[src/aabb_building_collision_scan_macros.svh]
// assertion macros used by the collision scan top level
`ifndef AABB_BUILDING_COLLISION_SCAN_MACROS_SVH
`define AABB_BUILDING_COLLISION_SCAN_MACROS_SVH

// checked only while out of reset
`define AABB_ASSERT(lbl, prop, msg) \
    lbl: assert property (@(posedge aclk) disable iff (!aresetn) prop) \
        else $error(msg);

// checked at every edge, reset included
`define AABB_ASSERT_ALWAYS(lbl, prop, msg) \
    lbl: assert property (@(posedge aclk) prop) \
        else $error(msg);

`endif

[src/aabb_scan_pkg.sv]
// types, constants and sizes for the building footprint collision scan
package aabb_scan_pkg;

    // table and tile geometry
    localparam int ENTRY_COUNT = 64;
    localparam int TILE_SCALE  = 32;

    // fixed field widths
    localparam int OP_W    = 1;
    localparam int EIDX_W  = 6;
    localparam int TILE_W  = 9;
    localparam int WID_W   = 5;
    localparam int QRY_W   = 17;
    localparam int SKIP_W  = 7;
    localparam int HIT_W   = 6;

    // derived widths
    localparam int IDX_W    = (ENTRY_COUNT > 1) ? $clog2(ENTRY_COUNT) : 1;
    localparam int CNT_W    = $clog2(ENTRY_COUNT + 1);
    localparam int SCALE_W  = $clog2(TILE_SCALE + 1);
    localparam int COORD_W  = TILE_W + SCALE_W + 2;
    localparam int CMP_W    = ((COORD_W > QRY_W) ? COORD_W : QRY_W) + 1;
    localparam int SIDX_W   = (IDX_W > SKIP_W - 1) ? IDX_W : SKIP_W - 1;

    // item codes
    localparam logic [OP_W-1:0] OP_WRITE = 1'b0;
    localparam logic [OP_W-1:0] OP_QUERY = 1'b1;

    // one stored footprint
    typedef struct packed {
        logic [TILE_W-1:0] tile_x;
        logic [TILE_W-1:0] tile_y;
        logic [WID_W-1:0]  width_x;
        logic [WID_W-1:0]  width_y;
    } entry_t;

    // footprint box in fine units, with its scan position
    typedef struct packed {
        logic                      vld;
        logic                      on;
        logic [IDX_W-1:0]          idx;
        logic signed [COORD_W-1:0] lo_x;
        logic signed [COORD_W-1:0] hi_x;
        logic signed [COORD_W-1:0] lo_y;
        logic signed [COORD_W-1:0] hi_y;
    } box_t;

endpackage

[src/aabb_scan_box.sv]
// box stage: turns a stored footprint into its inclusive fine-unit box
module aabb_scan_box (
    input  logic                  aclk,
    input  logic                  aresetn,
    input  logic                  in_vld,
    input  logic                  in_on,
    input  logic [aabb_scan_pkg::IDX_W-1:0] in_idx,
    input  aabb_scan_pkg::entry_t in_entry,
    input  logic                  flush,
    output aabb_scan_pkg::box_t   box
);
    import aabb_scan_pkg::*;

    logic                      vld_reg;
    logic                      on_reg;
    logic [IDX_W-1:0]          idx_reg;
    logic signed [COORD_W-1:0] lo_x_reg, hi_x_reg, lo_y_reg, hi_y_reg;

    logic signed [TILE_W:0]    org_x, org_y;
    logic signed [COORD_W-1:0] lo_x_next, hi_x_next, lo_y_next, hi_y_next;
    logic signed [COORD_W-1:0] span_x, span_y;

    // minimum tile is centre minus half width, rounded down
    always_comb begin
        org_x     = signed'({1'b0, in_entry.tile_x})
                  - signed'((TILE_W+1)'(in_entry.width_x >> 1));
        org_y     = signed'({1'b0, in_entry.tile_y})
                  - signed'((TILE_W+1)'(in_entry.width_y >> 1));
        lo_x_next = COORD_W'(org_x) * COORD_W'(TILE_SCALE);
        lo_y_next = COORD_W'(org_y) * COORD_W'(TILE_SCALE);
        span_x    = signed'(COORD_W'(in_entry.width_x)) * COORD_W'(TILE_SCALE);
        span_y    = signed'(COORD_W'(in_entry.width_y)) * COORD_W'(TILE_SCALE);
        hi_x_next = lo_x_next + span_x - COORD_W'(1);
        hi_y_next = lo_y_next + span_y - COORD_W'(1);
    end

    // stage valid
    always_ff @(posedge aclk) begin
        if (!aresetn) begin
            vld_reg <= 1'b0;
        end else begin
            vld_reg <= in_vld && !flush;
        end
    end

    // stage payload
    always_ff @(posedge aclk) begin
        on_reg   <= in_on;
        idx_reg  <= in_idx;
        lo_x_reg <= lo_x_next;
        hi_x_reg <= hi_x_next;
        lo_y_reg <= lo_y_next;
        hi_y_reg <= hi_y_next;
    end

    assign box.vld  = vld_reg;
    assign box.on   = on_reg;
    assign box.idx  = idx_reg;
    assign box.lo_x = lo_x_reg;
    assign box.hi_x = hi_x_reg;
    assign box.lo_y = lo_y_reg;
    assign box.hi_y = hi_y_reg;

endmodule

[src/aabb_building_collision_scan.sv]
// top level: footprint table memory, scan sequencer and result register
//
// Input channel s_*: one item per transfer. A write item (opcode 0) loads
// one table slot; a query item (opcode 1) scans the table for boxes that
// overlap the query box. Result channel m_*: exactly one transfer per item,
// in item order; a write item returns all zeros.
// A write item goes straight from idle to the result stage. A query reads
// one table entry per cycle from the footprint memory; the registered read,
// the box stage and the compare form a pipeline, and the scan stops at the
// first counted overlap or at the last entry. The result stage loads the
// output register once any earlier result has been taken, and the block
// then returns to idle.
// One item is worked on at a time; s_ready is high while the block is idle.
// The finished result sits in an output register, so the next item is
// taken while an earlier result still waits on m_ready; that next item
// then waits in its result stage, with s_ready low, until the stall ends.
// Reset (synchronous, aresetn low) clears every valid flag, so the table
// reads as empty; the footprint fields themselves are not cleared.
module aabb_building_collision_scan (
    input  logic                                 aclk,
    input  logic                                 aresetn,
    input  logic                                 s_valid,
    output logic                                 s_ready,
    input  logic [aabb_scan_pkg::OP_W-1:0]       s_opcode,
    input  logic [aabb_scan_pkg::EIDX_W-1:0]     s_entry_index,
    input  logic                                 s_entry_on,
    input  logic [aabb_scan_pkg::TILE_W-1:0]     s_tile_x,
    input  logic [aabb_scan_pkg::TILE_W-1:0]     s_tile_y,
    input  logic [aabb_scan_pkg::WID_W-1:0]      s_width_x,
    input  logic [aabb_scan_pkg::WID_W-1:0]      s_width_y,
    input  logic signed [aabb_scan_pkg::QRY_W-1:0]  s_query_min_x,
    input  logic signed [aabb_scan_pkg::QRY_W-1:0]  s_query_min_z,
    input  logic signed [aabb_scan_pkg::QRY_W-1:0]  s_query_max_x,
    input  logic signed [aabb_scan_pkg::QRY_W-1:0]  s_query_max_z,
    input  logic signed [aabb_scan_pkg::SKIP_W-1:0] s_ignore_index,
    output logic                                 m_valid,
    input  logic                                 m_ready,
    output logic                                 m_hit,
    output logic [aabb_scan_pkg::HIT_W-1:0]      m_hit_index,
    output logic                                 m_ignored_seen
);
    import aabb_scan_pkg::*;

    `include "aabb_building_collision_scan_macros.svh"

    typedef enum logic [2:0] {
        S_IDLE = 3'b001,
        S_SCAN = 3'b010,
        S_PUT  = 3'b100
    } state_t;

    state_t state_reg, state_next;

    // footprint memory and valid flags
    entry_t           mem [ENTRY_COUNT];
    logic [ENTRY_COUNT-1:0] valid_reg;
    entry_t           rd_data_reg;
    logic             wr_en;
    logic [IDX_W-1:0] wr_addr;
    logic [IDX_W-1:0] rd_addr;
    entry_t           wr_data;

    // scan control
    logic [CNT_W-1:0] rd_cnt_reg, rd_cnt_next;
    logic             p1_vld_reg, p1_vld_next;
    logic             p1_on_reg;
    logic [IDX_W-1:0] p1_idx_reg;
    box_t             box;

    // query held for the scan
    logic signed [QRY_W-1:0]  q_min_x_reg, q_min_z_reg, q_max_x_reg, q_max_z_reg;
    logic signed [SKIP_W-1:0] q_skip_reg;

    // result being built, and the output register
    logic             res_hit_reg, res_hit_next;
    logic [HIT_W-1:0] res_idx_reg, res_idx_next;
    logic             res_seen_reg, res_seen_next;
    logic             m_valid_reg, m_valid_next;
    logic             m_hit_reg, m_hit_next;
    logic [HIT_W-1:0] m_hit_index_reg, m_hit_index_next;
    logic             m_seen_reg, m_seen_next;

    logic s_xfer;
    logic ovl, ovl_skip, ovl_hit, is_skip, is_last, scan_done;

    assign s_ready = (state_reg == S_IDLE);
    assign s_xfer  = s_valid && s_ready;

    // table write from a write item; slots beyond the table are dropped
    assign wr_en   = s_xfer && (s_opcode == OP_WRITE)
                  && (32'(s_entry_index) < ENTRY_COUNT);
    assign wr_addr = IDX_W'(s_entry_index);
    assign rd_addr = rd_cnt_reg[IDX_W-1:0];
    always_comb begin
        wr_data.tile_x  = s_tile_x;
        wr_data.tile_y  = s_tile_y;
        wr_data.width_x = s_width_x;
        wr_data.width_y = s_width_y;
    end

    // footprint memory, one write and one registered read a cycle
    always_ff @(posedge aclk) begin
        if (wr_en) begin
            mem[wr_addr] <= wr_data;
        end
        rd_data_reg <= mem[rd_addr];
    end

    // valid flags, cleared at reset
    always_ff @(posedge aclk) begin
        if (!aresetn) begin
            valid_reg <= '0;
        end else if (wr_en) begin
            valid_reg[wr_addr] <= s_entry_on;
        end
    end

    // box stage
    aabb_scan_box u_box (
        .aclk     (aclk),
        .aresetn  (aresetn),
        .in_vld   (p1_vld_reg),
        .in_on    (p1_on_reg),
        .in_idx   (p1_idx_reg),
        .in_entry (rd_data_reg),
        .flush    (scan_done),
        .box      (box)
    );

    // overlap compare on both axes
    always_comb begin
        ovl = box.vld && box.on
           && (CMP_W'(q_max_x_reg) >= CMP_W'(box.lo_x))
           && (CMP_W'(q_min_x_reg) <= CMP_W'(box.hi_x))
           && (CMP_W'(q_max_z_reg) >= CMP_W'(box.lo_y))
           && (CMP_W'(q_min_z_reg) <= CMP_W'(box.hi_y));
        is_skip   = !q_skip_reg[SKIP_W-1]
                 && (SIDX_W'(box.idx) == SIDX_W'(q_skip_reg[SKIP_W-2:0]));
        is_last   = (box.idx == IDX_W'(ENTRY_COUNT - 1));
        ovl_skip  = ovl && is_skip;
        ovl_hit   = ovl && !is_skip;
        scan_done = box.vld && (ovl_hit || is_last);
    end

    // sequencer and result path
    always_comb begin
        state_next       = state_reg;
        rd_cnt_next      = rd_cnt_reg;
        p1_vld_next      = 1'b0;
        res_hit_next     = res_hit_reg;
        res_idx_next     = res_idx_reg;
        res_seen_next    = res_seen_reg;
        m_valid_next     = m_valid_reg && !m_ready;
        m_hit_next       = m_hit_reg;
        m_hit_index_next = m_hit_index_reg;
        m_seen_next      = m_seen_reg;
        case (state_reg)
            S_IDLE: begin
                if (s_valid) begin
                    res_hit_next  = 1'b0;
                    res_idx_next  = '0;
                    res_seen_next = 1'b0;
                    rd_cnt_next   = '0;
                    if (s_opcode == OP_QUERY) begin
                        state_next = S_SCAN;
                    end else begin
                        state_next = S_PUT;
                    end
                end
            end
            S_SCAN: begin
                if ((rd_cnt_reg < CNT_W'(ENTRY_COUNT)) && !scan_done) begin
                    p1_vld_next = 1'b1;
                    rd_cnt_next = rd_cnt_reg + CNT_W'(1);
                end
                if (ovl_skip) begin
                    res_seen_next = 1'b1;
                end
                if (ovl_hit) begin
                    res_hit_next = 1'b1;
                    res_idx_next = HIT_W'(box.idx);
                end
                if (scan_done) begin
                    state_next = S_PUT;
                end
            end
            S_PUT: begin
                if (!m_valid_reg || m_ready) begin
                    m_valid_next     = 1'b1;
                    m_hit_next       = res_hit_reg;
                    m_hit_index_next = res_idx_reg;
                    m_seen_next      = res_seen_reg;
                    state_next       = S_IDLE;
                end
            end
            default: begin
                state_next = S_IDLE;
            end
        endcase
    end

    // control registers
    always_ff @(posedge aclk) begin
        if (!aresetn) begin
            state_reg   <= S_IDLE;
            rd_cnt_reg  <= '0;
            p1_vld_reg  <= 1'b0;
            m_valid_reg <= 1'b0;
        end else begin
            state_reg   <= state_next;
            rd_cnt_reg  <= rd_cnt_next;
            p1_vld_reg  <= p1_vld_next;
            m_valid_reg <= m_valid_next;
        end
    end

    // payload registers
    always_ff @(posedge aclk) begin
        p1_on_reg       <= valid_reg[rd_addr];
        p1_idx_reg      <= rd_addr;
        res_hit_reg     <= res_hit_next;
        res_idx_reg     <= res_idx_next;
        res_seen_reg    <= res_seen_next;
        m_hit_reg       <= m_hit_next;
        m_hit_index_reg <= m_hit_index_next;
        m_seen_reg      <= m_seen_next;
        if (s_xfer) begin
            q_min_x_reg <= s_query_min_x;
            q_min_z_reg <= s_query_min_z;
            q_max_x_reg <= s_query_max_x;
            q_max_z_reg <= s_query_max_z;
            q_skip_reg  <= s_ignore_index;
        end
    end

    assign m_valid        = m_valid_reg;
    assign m_hit          = m_hit_reg;
    assign m_hit_index    = m_hit_index_reg;
    assign m_ignored_seen = m_seen_reg;

    // a write item goes straight to the result stage
    `AABB_ASSERT(a_write_to_put, s_xfer && (s_opcode == OP_WRITE) |=> state_reg == S_PUT, "write item did not go to result stage")
    // the read pipeline is empty outside a scan
    `AABB_ASSERT(a_pipe_flushed, state_reg != S_SCAN |-> !p1_vld_reg && !box.vld, "scan pipeline not flushed")
    // the read counter never runs past the table
    `AABB_ASSERT(a_cnt_bound, rd_cnt_reg <= CNT_W'(ENTRY_COUNT), "read counter beyond table")
    // a result without a hit carries index zero
    `AABB_ASSERT(a_no_hit_zero, m_valid && !m_hit |-> m_hit_index == '0, "index set without hit")
    // reset leaves the block idle with no result pending
    `AABB_ASSERT_ALWAYS(a_reset_idle, !aresetn |=> (state_reg == S_IDLE) && !m_valid_reg, "block not idle after reset")

endmodule

[config.mk]
export PLATFORM = sky130hd
export DESIGN_NAME = aabb_building_collision_scan
export DESIGN_NICKNAME = d
export VERILOG_FILES = /design/src/aabb_scan_pkg.sv /design/src/aabb_scan_box.sv /design/src/aabb_building_collision_scan.sv
export VERILOG_INCLUDE_DIRS = /design/src /design/src/src
export SDC_FILE = /design/constraint.sdc
export NUM_CORES = 2
export LEC_CHECK = 0
export BUFFER_PORTS_ARGS = -buffer_cell sky130_fd_sc_hd__buf_4
export CORE_MARGIN = 2
export CORE_UTILIZATION = 50
export DETAILED_ROUTE_END_ITERATION = 6
export PLACE_DENSITY = 0.72
export SYNTH_ARGS = -nofsm -noshare
export SYNTH_HDL_FRONTEND = slang
export SYNTH_SLANG_ARGS = --single-unit
[constraint.sdc]
create_clock -name aclk -period 3.35 [get_ports aclk]
set_input_delay 0.1675 -clock aclk [delete_from_list [all_inputs] [get_ports aclk]]
set_output_delay 0.1675 -clock aclk [all_outputs]
set_load 0.03 [all_outputs]
==> run summary <==
Counting flops with a built-in enable in the synthesized netlist gives 1883. Summed over all layers, the routed wires come to 180 mm. 125 I/O pins were placed. In the synthesized netlist the dominant register cell turns out to be sky130_fd_sc_hd__edfxtp_1.

The overall die area came out at 161000 um^2. The total area inside the core boundary comes to 157000 um^2. The deepest clock path buffer count is 3. The wire length of the first global-routing pass is 266 mm. The post-placement setup slack came out at -0.00545 ns. The cell that appears most often on the critical path is sky130_fd_sc_hd__nand2_1. The number of nets handed over by synthesis was 3765.

The flow ran to the end, and the final reports show no timing, DRC or antenna violations. The register with the most flip-flops in the layout has 1792 of them. After detailed routing, the number of remaining DRC violations is 0.

Detailed placement finished with a half-perimeter wire length of 106 mm. STA classifies the critical path endpoint as a flop. In the synthesized netlist the async set-or-reset flop fraction comes to 0%. The source-to-sink clock delay at the later pin of the worst-skew pair is 0.82 ns.

The clock net sink count is 2046. The final max-slew violation count came out at 0. The cell count after synthesis is 3577. Sorting the synthesized cells by area gives the leading types as sky130_fd_sc_hd__edfxtp_1, sky130_fd_sc_hd__mux4_2, sky130_fd_sc_hd__dfxtp_1. The worst relative slew slack is 21.9%. The clock share of power is 41.3%. In the final routed layout, each cell accounts on average for 28.9 um. The path class of the tightest hold or removal check is primary input to flop. The synthesized design devotes to its leading area cell type 71.6% of total area. The warning count from the yosys run came out at 0. The global router's overall resource usage came out at 22.6%. The switching share of power is 20.5%.

The worst setup path is launched from a flop. The critical-path cell with the highest stage delay is sky130_fd_sc_hd__fa_1. The period utilization came out at 95.9%. The initial antenna violation count is 26. The post-route worst setup slack is 0.139 ns. In this run the static leakage power is 28.6 nW.

The minimum clock period after layout is 3.21 ns. The power density over cell area came out at 570 nW/um^2. Cells with a size suffix above 1 make up 30.7% of the layout. The sequential group share of total power came out at 54.2%. The die outline width is 401 um. The number of DRC markers after the initial detailed-route iteration is 4926. The initial standard-cell utilization of the core came out at 50.4%. The via count of the first global-routing pass is 39100. The largest fanout on the critical path came out at 4. In this run, distinct cell masters in the synthesized netlist total 70. Setup repair after global routing could not meet its margin everywhere. The die span in y came out at 401 um. For the pin with the worst max-slew slack, the measured transition is 1.17 ns. The number of port buffers came out at 124. The critical path goes through ha_1 > inv_1 > fa_1 > a21oi_1 > nor2b_1 > nor2_1 > xor2_1 > ha_1 > nand2_1 > o21ai_4 > nand2b_1 > mux2i_1 > nand2_1 > o21ai_2 > nand2_1 > o311ai_0.

The remaining global-route overflow is 0. The share of total power in combinational logic is 4.5%. After detailed routing, the wire length on met1 is 73.0 mm. The largest net degree at the start of global routing came out at 65. The area of the mapped netlist came out at 79000 um^2. The last weighted congestion value of the routability-driven placer is 0.805. The clock tree from TritonCTS is built.

The number of H-tree levels came out at 4. The post-detailed-route via-to-cell ratio is 6.12. After detailed routing, the met2 layer carries 88.1 mm of wire. The critical path arrival is 3.90 ns. The max-cap check violation count is 0. Hold timing on the final database bottoms out at a slack of 0.0756 ns.

The row count is 145. The switching power total is 10.7 mW. The number of search-and-repair iterations in the first detailed-routing pass is 5.

The count of nets left with antenna violations once routing finished came out at 0. The count of final setup violators is 0. The largest stage delay on the critical path is 0.40 ns. The amount of wire on met3 after detailed routing is 16.0 mm. Cell internal power was estimated by the tool at 41.6 mW. The setup slack of the worst register-to-register path is 0.14 ns. After clock tree synthesis, the clock-pin slew on the worst setup and hold paths is 0.06 ns. The worst-case clock skew came out at 0.0375 ns. Across the VDD grid, the largest voltage drop is 0.000587 V. The final net count is 4211.

The final number of hold-violating endpoints came to 0. The detailed router used layers up to and including met5. The count of state elements after synthesis came out at 2046. The critical path in this run is classified as flop to flop. The number of vias after detailed routing came out at 38200. The post-synthesis to final-layout area growth is 16.4%. The total clock buffers created by CTS is 193. The synthesized area per cell is 22.1 um^2.

Of the synthesized area, sequential elements account for 75.7%. The commonest cells after synthesis are sky130_fd_sc_hd__edfxtp_1, sky130_fd_sc_hd__mux4_2, sky130_fd_sc_hd__dfxtp_1. Yosys instantiated no cell more often than sky130_fd_sc_hd__edfxtp_1.

STA puts the critical path data required time at 4.04 ns. The tree is rooted in a sky130_fd_sc_hd__clkbuf_16. Timing would allow up to 311 MHz.

The largest total area in the synthesized netlist belongs to sky130_fd_sc_hd__edfxtp_1.
## final cells by class
cell class	count	area, um^2
flip-flops and latches	2046	59800
clock inverters	99	1010
fillers	10800	64700
clock buffers	258	5260
well taps	2058	2570
diodes	7	17.5
repair buffers	427	4320
multi-input cells	1271	18600
inverters	84	315
## cells by family after synthesis
kind of cell,synth area share (%)
flip-flops,75.7
multiplexers,17.4
AND/OR/NAND/NOR,1.87
buffers and inverters,1.45
AO/OA/AOI/OAI,1.84
adder cells (fa/ha/maj),1.19
XOR/XNOR,0.477
## power groups by stage
stage               clock (mW)  combinational, mW  sequential [mW]
finish                    21.6               2.36             28.3
global route              22.9               2.58             28.4
detailed placement           0               2.21             28.9
floorplan                    0               1.29             28.9
CTS                       22.0               2.35             28.3
global placement             0               2.14             28.9
## critical path: cells and delay by family, from the launching register on
kind                       cells  cell delay, ns
buffers and inverters          1            0.05
adders and majority gates      3            0.97
xor gates and xnor gates       1            0.10
muxes                          1            0.18
AOI/OAI and AO/OA              4            0.83
DFF                            1            0.36
and+or+nand+nor                6            0.61
## through the flow
step	area [um^2]	std cells	TNS (ns)	power [mW]	utilization, %
2_1_floorplan	79000	3577	-21.78	30.2	-
3_3_place_gp	84400	5771	0	31.0	53.9
5_1_grt	91900	6247	-0.171	53.9	58.7
4_1_cts	91800	6242	0	52.7	58.6
3_5_place_dp	84400	5771	-0.00545	31.1	53.9
6_report	91900	6250	0	52.3	58.7
## final timing paths
kind	start	end	cells after the start
worst min register to register	p1_idx_reg[4]	u_box.idx_reg[4]	0
worst max register to register	rd_data_reg[6]	u_box.hi_x_reg[15]	16
worst min-delay path	s_query_min_z[15]	q_min_z_reg[15]	2
worst max-delay path	rd_data_reg[6]	u_box.hi_x_reg[15]	16
## layout by cell type (no fill, tap or decap), types with 8 or more instances in the layout
master                          Yosys  routed
sky130_fd_sc_hd__edfxtp_1        1883    1883
sky130_fd_sc_hd__mux4_2           609     609
sky130_fd_sc_hd__buf_4             24     247
sky130_fd_sc_hd__clkbuf_16          0     197
sky130_fd_sc_hd__dfxtp_1          163     157
sky130_fd_sc_hd__dlygate4sd3_1      0     114
sky130_fd_sc_hd__nand2_1          104     104
sky130_fd_sc_hd__o21ai_0           85      83
sky130_fd_sc_hd__inv_1             83      82
sky130_fd_sc_hd__ha_1              69      69
sky130_fd_sc_hd__a21boi_0          68      67
sky130_fd_sc_hd__buf_12             0      66
sky130_fd_sc_hd__nor2_4             0      65
sky130_fd_sc_hd__clkbuf_1          94      51
sky130_fd_sc_hd__clkinv_1           0      40
sky130_fd_sc_hd__nor2_1            95      29
sky130_fd_sc_hd__clkinv_2           0      27
sky130_fd_sc_hd__xnor2_1           25      24
sky130_fd_sc_hd__a21oi_1           23      23
sky130_fd_sc_hd__nand3_1           22      22
sky130_fd_sc_hd__bufinv_16          0      18
sky130_fd_sc_hd__xor2_1            18      17
sky130_fd_sc_hd__and3_1            12      12
sky130_fd_sc_hd__clkbuf_8           0      10
sky130_fd_sc_hd__nor2b_1            9       9
sky130_fd_sc_hd__nor4_1            10       9
sky130_fd_sc_hd__nand4_1            9       9
sky130_fd_sc_hd__nand2b_1           8       8
## routing by layer
layer  vias to the layer above  GRT usage, %
met4                        12          5.06
met2                      1762          36.0
met3                       261          4.40
li1                      15800             -
met5                         -             0
met1                     20400          32.6
## what timing repair did
action                     in CTS  in global routing
hold endpoints to repair     1951                  0
pin swaps                       0                  1
setup endpoints to repair       1                 12
gates cloned                    0                  0
setup buffers                   0                  1
gates resized for setup         1                 16
hold buffers                  114                  0
Power figures use the tool's default switching activity.
